File: src/design/tsp_pkg.sv
// Shared types and constants for the tone sequence PWM player.
// No dependencies; imported by every module of the block.
`timescale 1ns / 1ps

package tsp_pkg;

	// default table size
	localparam int TSP_TABLE_DEPTH = 64;

	// field widths
	localparam int TSP_ACTION_W = 3;
	localparam int TSP_INDEX_W  = 6;
	localparam int TSP_FREQ_W   = 16;
	localparam int TSP_DUR_W    = 16;
	localparam int TSP_CLK_W    = 27;
	localparam int TSP_PSC_W    = 16;
	localparam int TSP_PER_W    = 16;
	localparam int TSP_TICKS_W  = 23;

	// valid tone frequencies fit in 13 bits
	localparam int TSP_TONE_W   = 13;
	localparam int TSP_DVSR_W   = TSP_TONE_W + TSP_PSC_W;
	localparam int TSP_CNT_W    = 5;

	// stream widths, padded to whole bytes
	localparam int TSP_IN_TDATA_W  = 48;
	localparam int TSP_OUT_TDATA_W = 40;

	// tone limits and silence rate
	localparam logic [TSP_FREQ_W-1:0] TSP_MIN_HZ     = 16'd100;
	localparam logic [TSP_FREQ_W-1:0] TSP_MAX_HZ     = 16'd8000;
	localparam logic [TSP_TONE_W-1:0] TSP_SILENCE_HZ = 13'd100;

	// frequency / 100 as multiply by reciprocal, exact for 0..8191
	localparam logic [TSP_TONE_W-1:0] TSP_DIV100_MUL   = 13'd5243;
	localparam int                    TSP_DIV100_SHIFT = 19;
	localparam int                    TSP_HUND_W       = 7;

	// configuration register indexes
	localparam logic REG_CLOCK_HZ = 1'b0;
	localparam logic REG_PRESCALE = 1'b1;

	// action codes
	typedef enum logic [TSP_ACTION_W-1:0] {
		ACT_TICK = 3'd0,
		ACT_LOAD = 3'd1,
		ACT_PLAY = 3'd2,
		ACT_BEEP = 3'd3,
		ACT_STOP = 3'd4
	} tsp_action_t;

	// request to the period divider
	typedef struct packed {
		logic                  start;
		logic [TSP_TONE_W-1:0] freq;
		logic [TSP_PSC_W-1:0]  scale;
	} tsp_div_req_t;

endpackage

File: src/design/tsp_tone_mem.sv
// Tone table: one write port, one registered read port.
// Depends on tsp_pkg for field widths.
`timescale 1ns / 1ps

module tsp_tone_mem
	import tsp_pkg::*;
#(
	parameter int TABLE_DEPTH = TSP_TABLE_DEPTH,
	localparam int ADDR_W = $clog2(TABLE_DEPTH),
	localparam int ENTRY_W = TSP_FREQ_W + TSP_DUR_W
) (
	input  logic               clk,
	input  logic               wr_en,
	input  logic [ADDR_W-1:0]  wr_addr,
	input  logic [ENTRY_W-1:0] wr_data,
	input  logic               rd_en,
	input  logic [ADDR_W-1:0]  rd_addr,
	output logic [ENTRY_W-1:0] rd_data
);

	logic [ENTRY_W-1:0] mem [TABLE_DEPTH];
	logic [ENTRY_W-1:0] rd_data_q;

	// write port
	always_ff @(posedge clk) begin
		if (wr_en) begin
			mem[wr_addr] <= wr_data;
		end
	end

	// registered read port
	always_ff @(posedge clk) begin
		if (rd_en) begin
			rd_data_q <= mem[rd_addr];
		end
	end

	assign rd_data = rd_data_q;

endmodule

File: src/design/tsp_period_div.sv
// Iterative period divider: clock_hz / (freq * prescale), one quotient bit per cycle.
// Depends on tsp_pkg for widths and the request struct.
`timescale 1ns / 1ps

module tsp_period_div
	import tsp_pkg::*;
(
	input  logic                 clk,
	input  logic                 arst_n,
	input  tsp_div_req_t         req,
	input  logic [TSP_CLK_W-1:0] dividend,
	output logic                 done,
	output logic [TSP_CLK_W-1:0] quotient
);

	logic                  busy_q;
	logic                  done_q;
	logic [TSP_CNT_W-1:0]  cnt_q;
	logic [TSP_DVSR_W-1:0] dvsr_q;
	logic [TSP_DVSR_W-1:0] rem_q;
	logic [TSP_CLK_W-1:0]  quo_q;
	logic [TSP_DVSR_W:0]   shifted;
	logic                  fits;

	// trial subtraction of one step
	always_comb begin
		shifted = {rem_q, quo_q[TSP_CLK_W-1]};
		fits    = (shifted >= {1'b0, dvsr_q});
	end

	// control
	always_ff @(posedge clk or negedge arst_n) begin
		if (!arst_n) begin
			busy_q <= 1'b0;
			done_q <= 1'b0;
			cnt_q  <= '0;
		end else begin
			done_q <= 1'b0;
			if (req.start) begin
				busy_q <= 1'b1;
				cnt_q  <= TSP_CNT_W'(TSP_CLK_W);
			end else if (busy_q) begin
				cnt_q <= cnt_q - 1'b1;
				if (cnt_q == TSP_CNT_W'(1)) begin
					busy_q <= 1'b0;
					done_q <= 1'b1;
				end
			end
		end
	end

	// datapath: divisor product registered before the first step
	always_ff @(posedge clk) begin
		if (req.start) begin
			dvsr_q <= req.freq * req.scale;
			rem_q  <= '0;
			quo_q  <= dividend;
		end else if (busy_q) begin
			if (fits) begin
				rem_q <= TSP_DVSR_W'(shifted - {1'b0, dvsr_q});
			end else begin
				rem_q <= shifted[TSP_DVSR_W-1:0];
			end
			quo_q <= {quo_q[TSP_CLK_W-2:0], fits};
		end
	end

	assign done     = done_q;
	assign quotient = quo_q;

endmodule

File: src/design/tone_sequence_pwm_player_top.sv
// Top level of the tone sequence PWM player: action sequencer and stream ports.
// Depends on tsp_pkg, tsp_tone_mem and tsp_period_div.
`timescale 1ns / 1ps

// Buzzer tone player. Each input item is one action (tick, load table entry, play
// sequence, single beep, stop) and yields exactly one result item with the current
// PWM period, compare, output enable and sequence flag. Tone entries live in a
// single-port-read synchronous table. Stop, load, unused codes and ticks that do not
// step a sequence go straight to the result state; a beep first checks its tone; a
// sequence step or start reads the table entry, then acts on an end marker, a
// silent entry or a tone entry, and a tone entry is checked like a beep. A valid
// tone or silence runs the period divider, which produces one quotient bit per
// cycle over the 27-bit clock value; a silent entry starts the divide as soon as
// the entry is seen, a tone entry only after its check. The next item is accepted
// once the result has been placed in the output register; a result still waiting
// there holds the item in its last cycle until the receiver takes it.

module tone_sequence_pwm_player_top
	import tsp_pkg::*;
#(
	parameter int TABLE_DEPTH = TSP_TABLE_DEPTH
) (
	input  logic                       clk,
	input  logic                       arst_n,
	// configuration
	input  logic                       cfg_we,
	input  logic                       cfg_addr,
	input  logic [TSP_CLK_W-1:0]       cfg_wdata,
	// input items
	input  logic                       s_axis_tvalid,
	output logic                       s_axis_tready,
	// action[2:0], tone_index[8:3], frequency[24:9], duration[40:25], zero pad
	input  logic [TSP_IN_TDATA_W-1:0]  s_axis_tdata,
	// result items
	output logic                       m_axis_tvalid,
	input  logic                       m_axis_tready,
	// pwm_period[15:0], pwm_compare[31:16], output_on[32], playing[33], zero pad
	output logic [TSP_OUT_TDATA_W-1:0] m_axis_tdata
);

	localparam int ADDR_W  = $clog2(TABLE_DEPTH);
	localparam int ENTRY_W = TSP_FREQ_W + TSP_DUR_W;
	localparam int IDX_N   = 2 ** TSP_INDEX_W;

	typedef enum logic [2:0] {
		ST_IDLE,
		ST_READ,
		ST_ENTRY,
		ST_TONE,
		ST_DIV,
		ST_DONE
	} state_t;

	state_t state_q;

	// configuration registers
	logic [TSP_CLK_W-1:0] clock_hz_q;
	logic [TSP_PSC_W-1:0] prescale_q;

	// player state
	logic [ADDR_W-1:0]      pos_q;
	logic [TSP_TICKS_W-1:0] rem_ticks_q;
	logic                   seq_q;
	logic                   drive_q;
	logic [TSP_PER_W-1:0]   period_q;
	logic [TSP_PER_W-1:0]   compare_q;

	// tone in flight
	logic [TSP_FREQ_W-1:0]            f_q;
	logic [TSP_DUR_W-1:0]             d_q;
	logic                             silence_q;
	logic [TSP_TONE_W+TSP_TONE_W-1:0] recip_q;
	logic [TSP_TICKS_W-1:0]           ticks_q;

	// output register
	logic                       m_valid_q;
	logic [TSP_OUT_TDATA_W-1:0] m_data_q;

	// input fields
	logic [TSP_ACTION_W-1:0] in_action;
	logic [TSP_INDEX_W-1:0]  in_index;
	logic [TSP_FREQ_W-1:0]   in_freq;
	logic [TSP_DUR_W-1:0]    in_dur;
	logic                    accept;
	logic [ADDR_W-1:0]       widx;

	// memory and divider hookup
	logic               mem_we;
	logic [ENTRY_W-1:0] rd_data;
	logic [TSP_FREQ_W-1:0] ent_f;
	logic [TSP_DUR_W-1:0]  ent_d;
	tsp_div_req_t          div_req;
	logic                  div_done;
	logic [TSP_CLK_W-1:0]  div_quo;

	// derived values
	logic [TSP_TICKS_W-1:0] rem_dec;
	logic [ADDR_W-1:0]      pos_next;
	logic                   tone_ok;
	logic [TSP_CLK_W-1:0]   quo_m1;
	logic [TSP_PER_W-1:0]   period_sat;
	logic [TSP_HUND_W-1:0]  hundreds;

	// unpack input item
	assign in_action = s_axis_tdata[2:0];
	assign in_index  = s_axis_tdata[8:3];
	assign in_freq   = s_axis_tdata[24:9];
	assign in_dur    = s_axis_tdata[40:25];

	assign s_axis_tready = (state_q == ST_IDLE);
	assign accept        = s_axis_tvalid && s_axis_tready;

	// table index modulo depth, as a constant lookup over all index codes
	always_comb begin
		widx = '0;
		for (int k = 0; k < IDX_N; k++) begin
			if (in_index == TSP_INDEX_W'(k)) begin
				widx = ADDR_W'(k % TABLE_DEPTH);
			end
		end
	end

	// entry fields from the table
	assign ent_f = rd_data[ENTRY_W-1:TSP_DUR_W];
	assign ent_d = rd_data[TSP_DUR_W-1:0];

	// misc combinational helpers
	always_comb begin
		rem_dec  = (rem_ticks_q != '0) ? rem_ticks_q - 1'b1 : '0;
		pos_next = (pos_q == ADDR_W'(TABLE_DEPTH - 1)) ? '0 : pos_q + 1'b1;
		tone_ok  = (f_q >= TSP_MIN_HZ) && (f_q <= TSP_MAX_HZ) && (d_q != '0);
		hundreds = recip_q[TSP_DIV100_SHIFT +: TSP_HUND_W];
		quo_m1   = div_quo - 1'b1;
		if (div_quo == '0) begin
			period_sat = '0;
		end else if (|quo_m1[TSP_CLK_W-1:TSP_PER_W]) begin
			period_sat = '1;
		end else begin
			period_sat = quo_m1[TSP_PER_W-1:0];
		end
	end

	// divider request: silence period on a silent entry, else the tone in flight
	always_comb begin
		div_req.start = 1'b0;
		div_req.freq  = f_q[TSP_TONE_W-1:0];
		div_req.scale = (prescale_q == '0) ? TSP_PSC_W'(1) : prescale_q;
		if (state_q == ST_ENTRY && ent_f == '0 && ent_d != '0) begin
			div_req.start = 1'b1;
			div_req.freq  = TSP_SILENCE_HZ;
		end else if (state_q == ST_TONE && tone_ok) begin
			div_req.start = 1'b1;
		end
	end

	assign mem_we = accept && (in_action == ACT_LOAD);

	tsp_tone_mem #(
		.TABLE_DEPTH(TABLE_DEPTH)
	) u_mem (
		.clk     (clk),
		.wr_en   (mem_we),
		.wr_addr (widx),
		.wr_data ({in_freq, in_dur}),
		.rd_en   (state_q == ST_READ),
		.rd_addr (pos_q),
		.rd_data (rd_data)
	);

	tsp_period_div u_div (
		.clk      (clk),
		.arst_n   (arst_n),
		.req      (div_req),
		.dividend (clock_hz_q),
		.done     (div_done),
		.quotient (div_quo)
	);

	// configuration writes
	always_ff @(posedge clk or negedge arst_n) begin
		if (!arst_n) begin
			clock_hz_q <= TSP_CLK_W'(32000000);
			prescale_q <= TSP_PSC_W'(8);
		end else if (cfg_we) begin
			case (cfg_addr)
				REG_CLOCK_HZ: clock_hz_q <= cfg_wdata;
				REG_PRESCALE: prescale_q <= cfg_wdata[TSP_PSC_W-1:0];
				default: ;
			endcase
		end
	end

	// sequencer, player state and result register
	always_ff @(posedge clk or negedge arst_n) begin
		if (!arst_n) begin
			state_q     <= ST_IDLE;
			pos_q       <= '0;
			rem_ticks_q <= '0;
			seq_q       <= 1'b0;
			drive_q     <= 1'b0;
			period_q    <= TSP_PER_W'(999);
			compare_q   <= TSP_PER_W'(499);
			m_valid_q   <= 1'b0;
			m_data_q    <= '0;
		end else begin
			// a result taken while no new one is placed
			if (m_valid_q && m_axis_tready && state_q != ST_DONE) begin
				m_valid_q <= 1'b0;
			end
			case (state_q)
				ST_IDLE: begin
					if (accept) begin
						state_q <= ST_DONE;
						case (in_action)
							ACT_TICK: begin
								if (drive_q) begin
									rem_ticks_q <= rem_dec;
									if (rem_dec == '0) begin
										if (seq_q) begin
											pos_q   <= pos_next;
											state_q <= ST_READ;
										end else begin
											drive_q <= 1'b0;
										end
									end
								end
							end
							ACT_PLAY: begin
								pos_q   <= widx;
								seq_q   <= 1'b1;
								state_q <= ST_READ;
							end
							ACT_BEEP: begin
								state_q <= ST_TONE;
							end
							ACT_STOP: begin
								drive_q     <= 1'b0;
								seq_q       <= 1'b0;
								rem_ticks_q <= '0;
							end
							default: ;
						endcase
					end
				end
				ST_READ: begin
					state_q <= ST_ENTRY;
				end
				ST_ENTRY: begin
					// end marker, silence, or a tone to check
					if (ent_f == '0 && ent_d == '0) begin
						drive_q <= 1'b0;
						seq_q   <= 1'b0;
						state_q <= ST_DONE;
					end else if (ent_f == '0) begin
						state_q <= ST_DIV;
					end else begin
						state_q <= ST_TONE;
					end
				end
				ST_TONE: begin
					if (tone_ok) begin
						state_q <= ST_DIV;
					end else begin
						drive_q <= 1'b0;
						seq_q   <= 1'b0;
						state_q <= ST_DONE;
					end
				end
				ST_DIV: begin
					if (div_done) begin
						period_q    <= period_sat;
						compare_q   <= silence_q ? '0 : (period_sat >> 1);
						rem_ticks_q <= ticks_q;
						drive_q     <= 1'b1;
						state_q     <= ST_DONE;
					end
				end
				ST_DONE: begin
					if (!m_valid_q || m_axis_tready) begin
						m_valid_q <= 1'b1;
						m_data_q  <= {6'd0, seq_q, drive_q, compare_q, period_q};
						state_q   <= ST_IDLE;
					end
				end
				default: state_q <= ST_IDLE;
			endcase
		end
	end

	// tone operands and tick count
	always_ff @(posedge clk) begin
		if (accept) begin
			f_q <= in_freq;
			d_q <= in_dur;
		end
		if (state_q == ST_ENTRY) begin
			f_q       <= ent_f;
			d_q       <= ent_d;
			silence_q <= (ent_f == '0);
			ticks_q   <= TSP_TICKS_W'(ent_d) + 1'b1;
		end
		if (state_q == ST_TONE) begin
			silence_q <= 1'b0;
			recip_q   <= f_q[TSP_TONE_W-1:0] * TSP_DIV100_MUL;
		end
		if (state_q == ST_DIV && !silence_q) begin
			ticks_q <= TSP_TICKS_W'(hundreds) * TSP_TICKS_W'(d_q) + 1'b1;
		end
	end

	assign m_axis_tvalid = m_valid_q;
	assign m_axis_tdata  = m_data_q;

endmodule

File: config.mk
export PLATFORM = sky130hd
export DESIGN_NAME = tone_sequence_pwm_player_top
export DESIGN_NICKNAME = d
export VERILOG_FILES = /design/src/design/tsp_pkg.sv /design/src/design/tsp_tone_mem.sv /design/src/design/tsp_period_div.sv /design/src/design/tone_sequence_pwm_player_top.sv
export SDC_FILE = /design/constraint.sdc
export NUM_CORES = 2
export LEC_CHECK = 0
export ABC_AREA = 0
export BUFFER_PORTS_ARGS = -buffer_cell sky130_fd_sc_hd__buf_2
export CAP_MARGIN = 20
export CORE_MARGIN = 1
export CORE_UTILIZATION = 35
export DETAILED_ROUTE_END_ITERATION = 10
export GPL_ROUTABILITY_DRIVEN = 0
export SYNTH_ARGS = -nofsm -noshare
export SYNTH_HDL_FRONTEND = slang
export SYNTH_SLANG_ARGS = --single-unit
File: constraint.sdc
create_clock -name clk -period 8.16 [get_ports clk]
set_input_delay 1.632 -clock clk [delete_from_list [all_inputs] [get_ports clk]]
set_output_delay 1.632 -clock clk [all_outputs]
set_load 0.02 [all_outputs]
Word level (Yosys, flattened, before mapping)

Memories as Yosys holds them, arrays and structs flattened. A register that Yosys moved wholly into a read port is not among the register bits.
Cells that the tools add are included.

$mul: 3
Magnitude comparators: 3
$add $sub $neg: 7
Multiplexer cells: 126
Eq/ne operators: 86
Bitwise gates (word level): 1
Reduce and logical (&&, ||, !) cells: 41

Operators with widths:

| kind                   | number |
|---|---|
| $mux 6                 | 63 |
| $eq 6x6->1 const B     | 33 |
| $mux 23                | 6 |
| $mux 16                | 7 |
| $eq 6x5->1 const B     | 16 |
| $pmux 23 s2            | 2 |
| $mux 27                | 2 |
| $eq 6x4->1 const B     | 8 |
| $logic_not 16->1       | 3 |
| $reduce_bool 16->1     | 2 |
| $ge 30x29->1           | 1 |
| $mul 13x16->29         | 1 |
| $mux 29                | 1 |
| $sub 29x29->29         | 1 |
| $logic_not 27->1       | 1 |
| $mux 3                 | 9 |
| $sub 27x1->27 const B  | 1 |
| $mul 13x13->26 const B | 1 |
| $eq 6x3->1 const B     | 4 |
| $add 23x1->23 const B  | 1 |
| $logic_not 23->1       | 1 |
| $mul 7x16->23          | 1 |
| $mux 1                 | 23 |
| $reduce_bool 23->1     | 1 |
| 39 further kinds       | 78 |

Memories: 1
Flip-flop bits (word level): 318
Word-level logic and storage cells: 290
Input port bits: 81
RAM bits: 2048
Output and inout port bits: 42

Memories:

| name      | depth | bits a word | rd ports | clocked after memory_dff | write ports | RTL line           | text |
|---|---|---|---|---|---|---|---|
| u_mem.mem | 64    | 32          | 1        | 1                        | 1           | tsp_tone_mem.sv:21 | `logic [ENTRY_W-1:0] mem [TABLE_DEPTH];` |

Longest topological paths before layout

Depth after elaboration: 65
Mapped depth: 28
Depth with buffers taken out: 26

Cells and area by module

A second synthesis with hierarchy kept.

Cells, all modules: 6341
Area, all modules: 107869.7 sq um

By module, submodules not included:

| module                       | times used | seq. area each (sq um) | area each (sq um) | cells each |
|---|---|---|---|---|
| tsp_tone_mem                 | 1          | 62459.9                | 78833.1           | 3324 |
| tone_sequence_pwm_player_top | 1          | 5464.0                 | 16756.1           | 1654 |
| tsp_period_div               | 1          | 2437.3                 | 12280.5           | 1363 |

Worst setup path before layout

No wires, ideal clock.

Kind: register to register
Start point: reg state_q[0]
End point: reg u_div.dvsr_q[28], data pin
Arrival: 6.794 ns
Setup time: 0.260 ns
Cell stages (with the launch flop): 27
Clock period less this slack: 7.054 ns
Buffers on the path: 3
Required time: 7.900 ns
Setup slack: 1.106 ns
Path through: dfrtp_1 clkbuf_1 inv_1 nand2_1 nor2_1 nand2_1 clkbuf_1 nand2_1 clkbuf_1 nand2_1 fa_1 inv_1 fa_1 inv_1 fa_1 fa_1 fa_1 inv_1 ha_1 or3_1 a2111o_1 a21oi_1 o31ai_1 o41ai_1 o2111ai_1 a21oi_1 xnor2_1

Word-level cells in the longest chain between the ends: 5

RTL lines:

| element                        | RTL line                            | text |
|---|---|---|
| start: declaration             | tone_sequence_pwm_player_top.sv:54  | `state_t state_q;` |
| start signal: assignment       | tone_sequence_pwm_player_top.sv:196 | `state_q <= ST_IDLE;` |
| start signal: assignment       | tone_sequence_pwm_player_top.sv:213 | `state_q <= ST_DONE;` |
| start signal: assignment       | tone_sequence_pwm_player_top.sv:221 | `state_q <= ST_READ;` |
| $eq 3x2->1                     | tone_sequence_pwm_player_top.sv:148 | `if (state_q == ST_ENTRY && ent_f == '0 && ent_d != '0) begin` |
| $logic_and 1x1->1 (2 in a row) | tone_sequence_pwm_player_top.sv:148 |  |
| $mux 13                        | tone_sequence_pwm_player_top.sv:148 |  |
| $mul 13x16->29                 | tsp_period_div.sv:55                | `dvsr_q <= req.freq * req.scale;` |
| end signal: assignment         | tsp_period_div.sv:55                |  |
| end: declaration               | tsp_period_div.sv:19                | `logic [TSP_DVSR_W-1:0] dvsr_q;` |

Every way passes these cells.
A chain may end at the register's enable or synchronous reset.

Worst setup path after layout

Start point: reg u_mem.rd_data_q[19] (netlist: u_mem.rd_data[19]), read port of u_mem.mem
End point: reg u_div.dvsr_q[28], data pin

Word-level cells in the longest chain between the ends: 5

RTL lines:

| element                        | RTL line                            | text |
|---|---|---|
| start: declaration             | tsp_tone_mem.sv:22                  | `logic [ENTRY_W-1:0] rd_data_q;` |
| $logic_not 16->1               | tone_sequence_pwm_player_top.sv:148 |  |
| $logic_and 1x1->1 (2 in a row) | tone_sequence_pwm_player_top.sv:148 |  |
| $mux 13                        | tone_sequence_pwm_player_top.sv:148 |  |
| $mul 13x16->29                 | tsp_period_div.sv:55                |  |

Every way passes these cells.

==> impl_results.md <==
* Post-synth top cells: edfxtp_1 (2198), mux4_2 (656), nand2_1 (549)
* LEAKAGE at about 41 nW
* Drt first pass iters at 8
* Crit path max fanout at 16
* Net Sw Power at about 19 mW
* Ports at around 120
* Die area at 307000 um2
* Max cap viols at 0
* Hold path startpoint: period_q[2]
* Yosys warns at 0
* Synth async-reset ratio at ~6.3%
* Via count at approximately 56000
* Post-Route Setup TNS at 0 ps
* Fin. Hold Viols at 0
* Max Freq at between 100 and 150 MHz
* Launch point of the worst path: u_mem.rd_data[19]
* Post-CTS sizing at 0
* Worst EP required at 8730 ps
* Worst slew pin tran at 1100 ps
* Most numerous cell in the Yosys netlist: edfxtp_1
* Crit path kind: reg -> reg
* Placed Cells at 9976
* Number of setup violations in the final report at 0
* Clock power share at between 20% and 30%
* VDD IR max at between 1 and 1.5 mV
* Layout overhead on the synthesized area at 12.9%
* Synth Cell Area at about 110000 um2
* Skew-Pair Late Insertion Delay at ~940 ps
* Die H at 554 um
* Reg-to-Reg Start: u_mem.rd_data[19]
* Crit start category: register
* Clk pin slew, worst setup/hold paths at about 60 ps
* Vias in the first global route at 57500
* Largest net degree at the start of global routing at ~120
* RSZ-0062 raised after global routing: false
* Number of core rows at between 200 and 250
* Mapped Cells at about 6000
* Worst r2r path cells at 24
* Htree depth at 4
* Fill count at 27100
* Initial core utilization at a little over a third
* Status: finished, final reports clean
* Yosys reg bits at 2377
* R2r setup slk at 590 ps
* Num CTS Buffers at between 200 and 250
* Clk_skew at roughly 120 ps
* Worst Path Arrival at between 8000 and 9000 ps
* Remaining global-route overflow at 0
* Final std cells w/o fill at between 10000 and 15000
* Post-CTS Hold Buffers at 0
* Avg WL per Cell at roughly 25 um
* Max clock buf depth at 4
* Synth area leader: edfxtp_1
* Post-synth EDFFs at about 2200
* Slew Viols, Final at 0
* Nets at 6870
* Fin crit period at ~7600 ps
* Antenna Nets Post-Route at 0
* Syn avg cell area at between 15 and 20 um2
* Crit path cell chain: nor4_1 -> nand4_1 -> buf_4 -> nor2_1 -> nand2_2 -> nand2_1 -> and2_1 -> fa_1 -> inv_1 -> fa_1 -> fa_1 -> fa_1 -> fa_1 -> inv_1 -> ha_1 -> or3_1 -> a2111o_1 -> a21oi_1 -> o31ai_1 -> o41ai_1 -> buf_4 -> o2111ai_1 -> a21oi_1 -> xnor2_1
* Slew headroom at a little over a quarter
* Worst min-delay path category: reg -> reg
* Sequential cell area fraction in the yosys report at 65.9%
* Crit. End Element: register
* Slowest stage cell on the critical path: fa_1
* Number of buffers and inverters on the critical path at 4
* P per Cell Area at between 400 and 500 nW/um2
* R2r endpoint: u_div.dvsr_q[28]
* Layout cells sized above 1 at between 20% and 30%
* Die Span X at about 550 um
* Global-route wire length before repair at 384000 um
* CP most frequent cell: fa_1
* Via density at 5.34
* Switching Share at between 30% and 40%
* PnR Total Power at 50.4 mW
* Yosys cell types at 90
* Drt initial violations at around 5700
* # Post-CTS Setup Buffers at 0
* Post-synth top area share at 61.8%
* Cell internal pwr at roughly 32 mW
* CTS tree: done
* Primary FF master, synth: edfxtp_1
* Clk Tree Root Cell: clkbuf_16
* Detailed placement HPWL at between 150000 and 200000 um
* # port buffers at around 110
* DRC viols at 0
* Sequential power share at 30.6%
* WHS Endpoint: period_q[2]
* Crit share post-route at 92.8%
* CP top delay family: adder cells
* Crit path largest cell delay at 590 ps
* Core box area at just over 300000 um2
* Gr usage total at 16.8%
* Synth top area cells: edfxtp_1 (62%), mux4_2 (14%), fa_1 (5.3%)
* Antenna violations before repair at 29
* # clock sinks at 2377
* Total Wirelength at 259000 um
* Hold Path Stages at 2
* Comb pwr share at about half
[power by group through the flow]
| stage | sequential (mW) | clock [mW] | combinational [mW] |
|---|---|---|---|
| finish | 15.4 | 10.4 | 24.6 |
| global route | 15.5 | 11.0 | 28.0 |
| CTS | 15.4 | 10.6 | 24.9 |
| detailed placement | 15.7 | 0 | 24.7 |
| global placement | 15.6 | 0 | 24.4 |
| floorplan | 15.3 | 0 | 18.9 |
[through the flow]
step / utilization, % / setup slack (ps) / hold slack [ps] / instance area, um2
6_report: 39.8 / 587 / 458 / 121000
3_3_place_gp: 37.3 / 796 / 444 / 113000
5_1_grt: 39.8 / 74.7 / 479 / 120000
2_1_floorplan: - / 1110 / 432 / 107000
4_1_cts: 39.6 / 604 / 458 / 120000
3_5_place_dp: 37.3 / 678 / 449 / 113000
[state kept, by name, summed over array words and instances, names as in the netlist, 7 cells and up]
signal,count
prescale_q,16
u_div.rem_q,29
u_div.quotient,27
f_q,16
u_mem.rd_data,32
d_q,16
u_div.dvsr_q,29
recip_q,7
ticks_q,23
rem_ticks_q,23
clock_hz_q,27
compare_q,15
u_mem.mem,2048
m_axis_tdata,33
period_q,16
[per-layer routing]
layer / GRT usage [%] / up-vias / wire, um
met4: 3.38 / 12 / 4830
met3: 2.53 / 367 / 17000
met2: 28.0 / 1824 / 126000
met1: 23.3 / 29600 / 111000
li1: - / 23800 / -
met5: 0 / - / 87
[layout by cell type, fill, tap and decap left out, types with 120 or more instances in the layout]
master     synthesis  final
edfxtp_1        2198   2198
mux4_2           656    656
nand2_1          549    548
inv_1            396    395
fa_1             281    281
ha_1             258    258
clkbuf_16          0    232
buf_4              9    133
o21ai_0          124    124
dfrtp_1          126    120
[cells by family after synthesis]
kind of cell               share of synthesized area (%)
AOI/OAI and AO/OA                                   2.72
xor gates and xnor gates                           0.779
adders and majority gates                           8.29
buffers and inverters                               2.50
DFF                                                 65.9
muxes                                               15.0
other                                            0.00351
and+or+nand+nor                                     4.84
[worst min-delay path, delay by kind of cell (launching register included)]
kind	cells	cell delay, ps
flip-flops	1	370
AND/OR/NAND/NOR	2	90
[layout make-up]
class	count	area (um2)	share of cell area (%)
inverter	397	1500	1.24
multi-input combinational	2972	34300	28.4
clock inverter	132	1180	0.980
clock buffer	279	6010	4.99
tap	3978	4980	4.13
antenna	4	10.0	0.00831
sequential	2377	70400	58.4
timing repair buffer	272	2170	1.80
[worst max path at each step]
stage	endpoint	slack, ps	depth (start not counted)
after floorplan	u_div.dvsr_q[28]	1110	26
after CTS	u_div.dvsr_q[28]	600	24
final	u_div.dvsr_q[28]	590	24
after global routing	u_div.dvsr_q[25]	70	25
after global placement	u_div.dvsr_q[28]	800	25
after detailed placement	u_div.dvsr_q[28]	680	24
No activity file was read; power rests on OpenSTA's default activity.
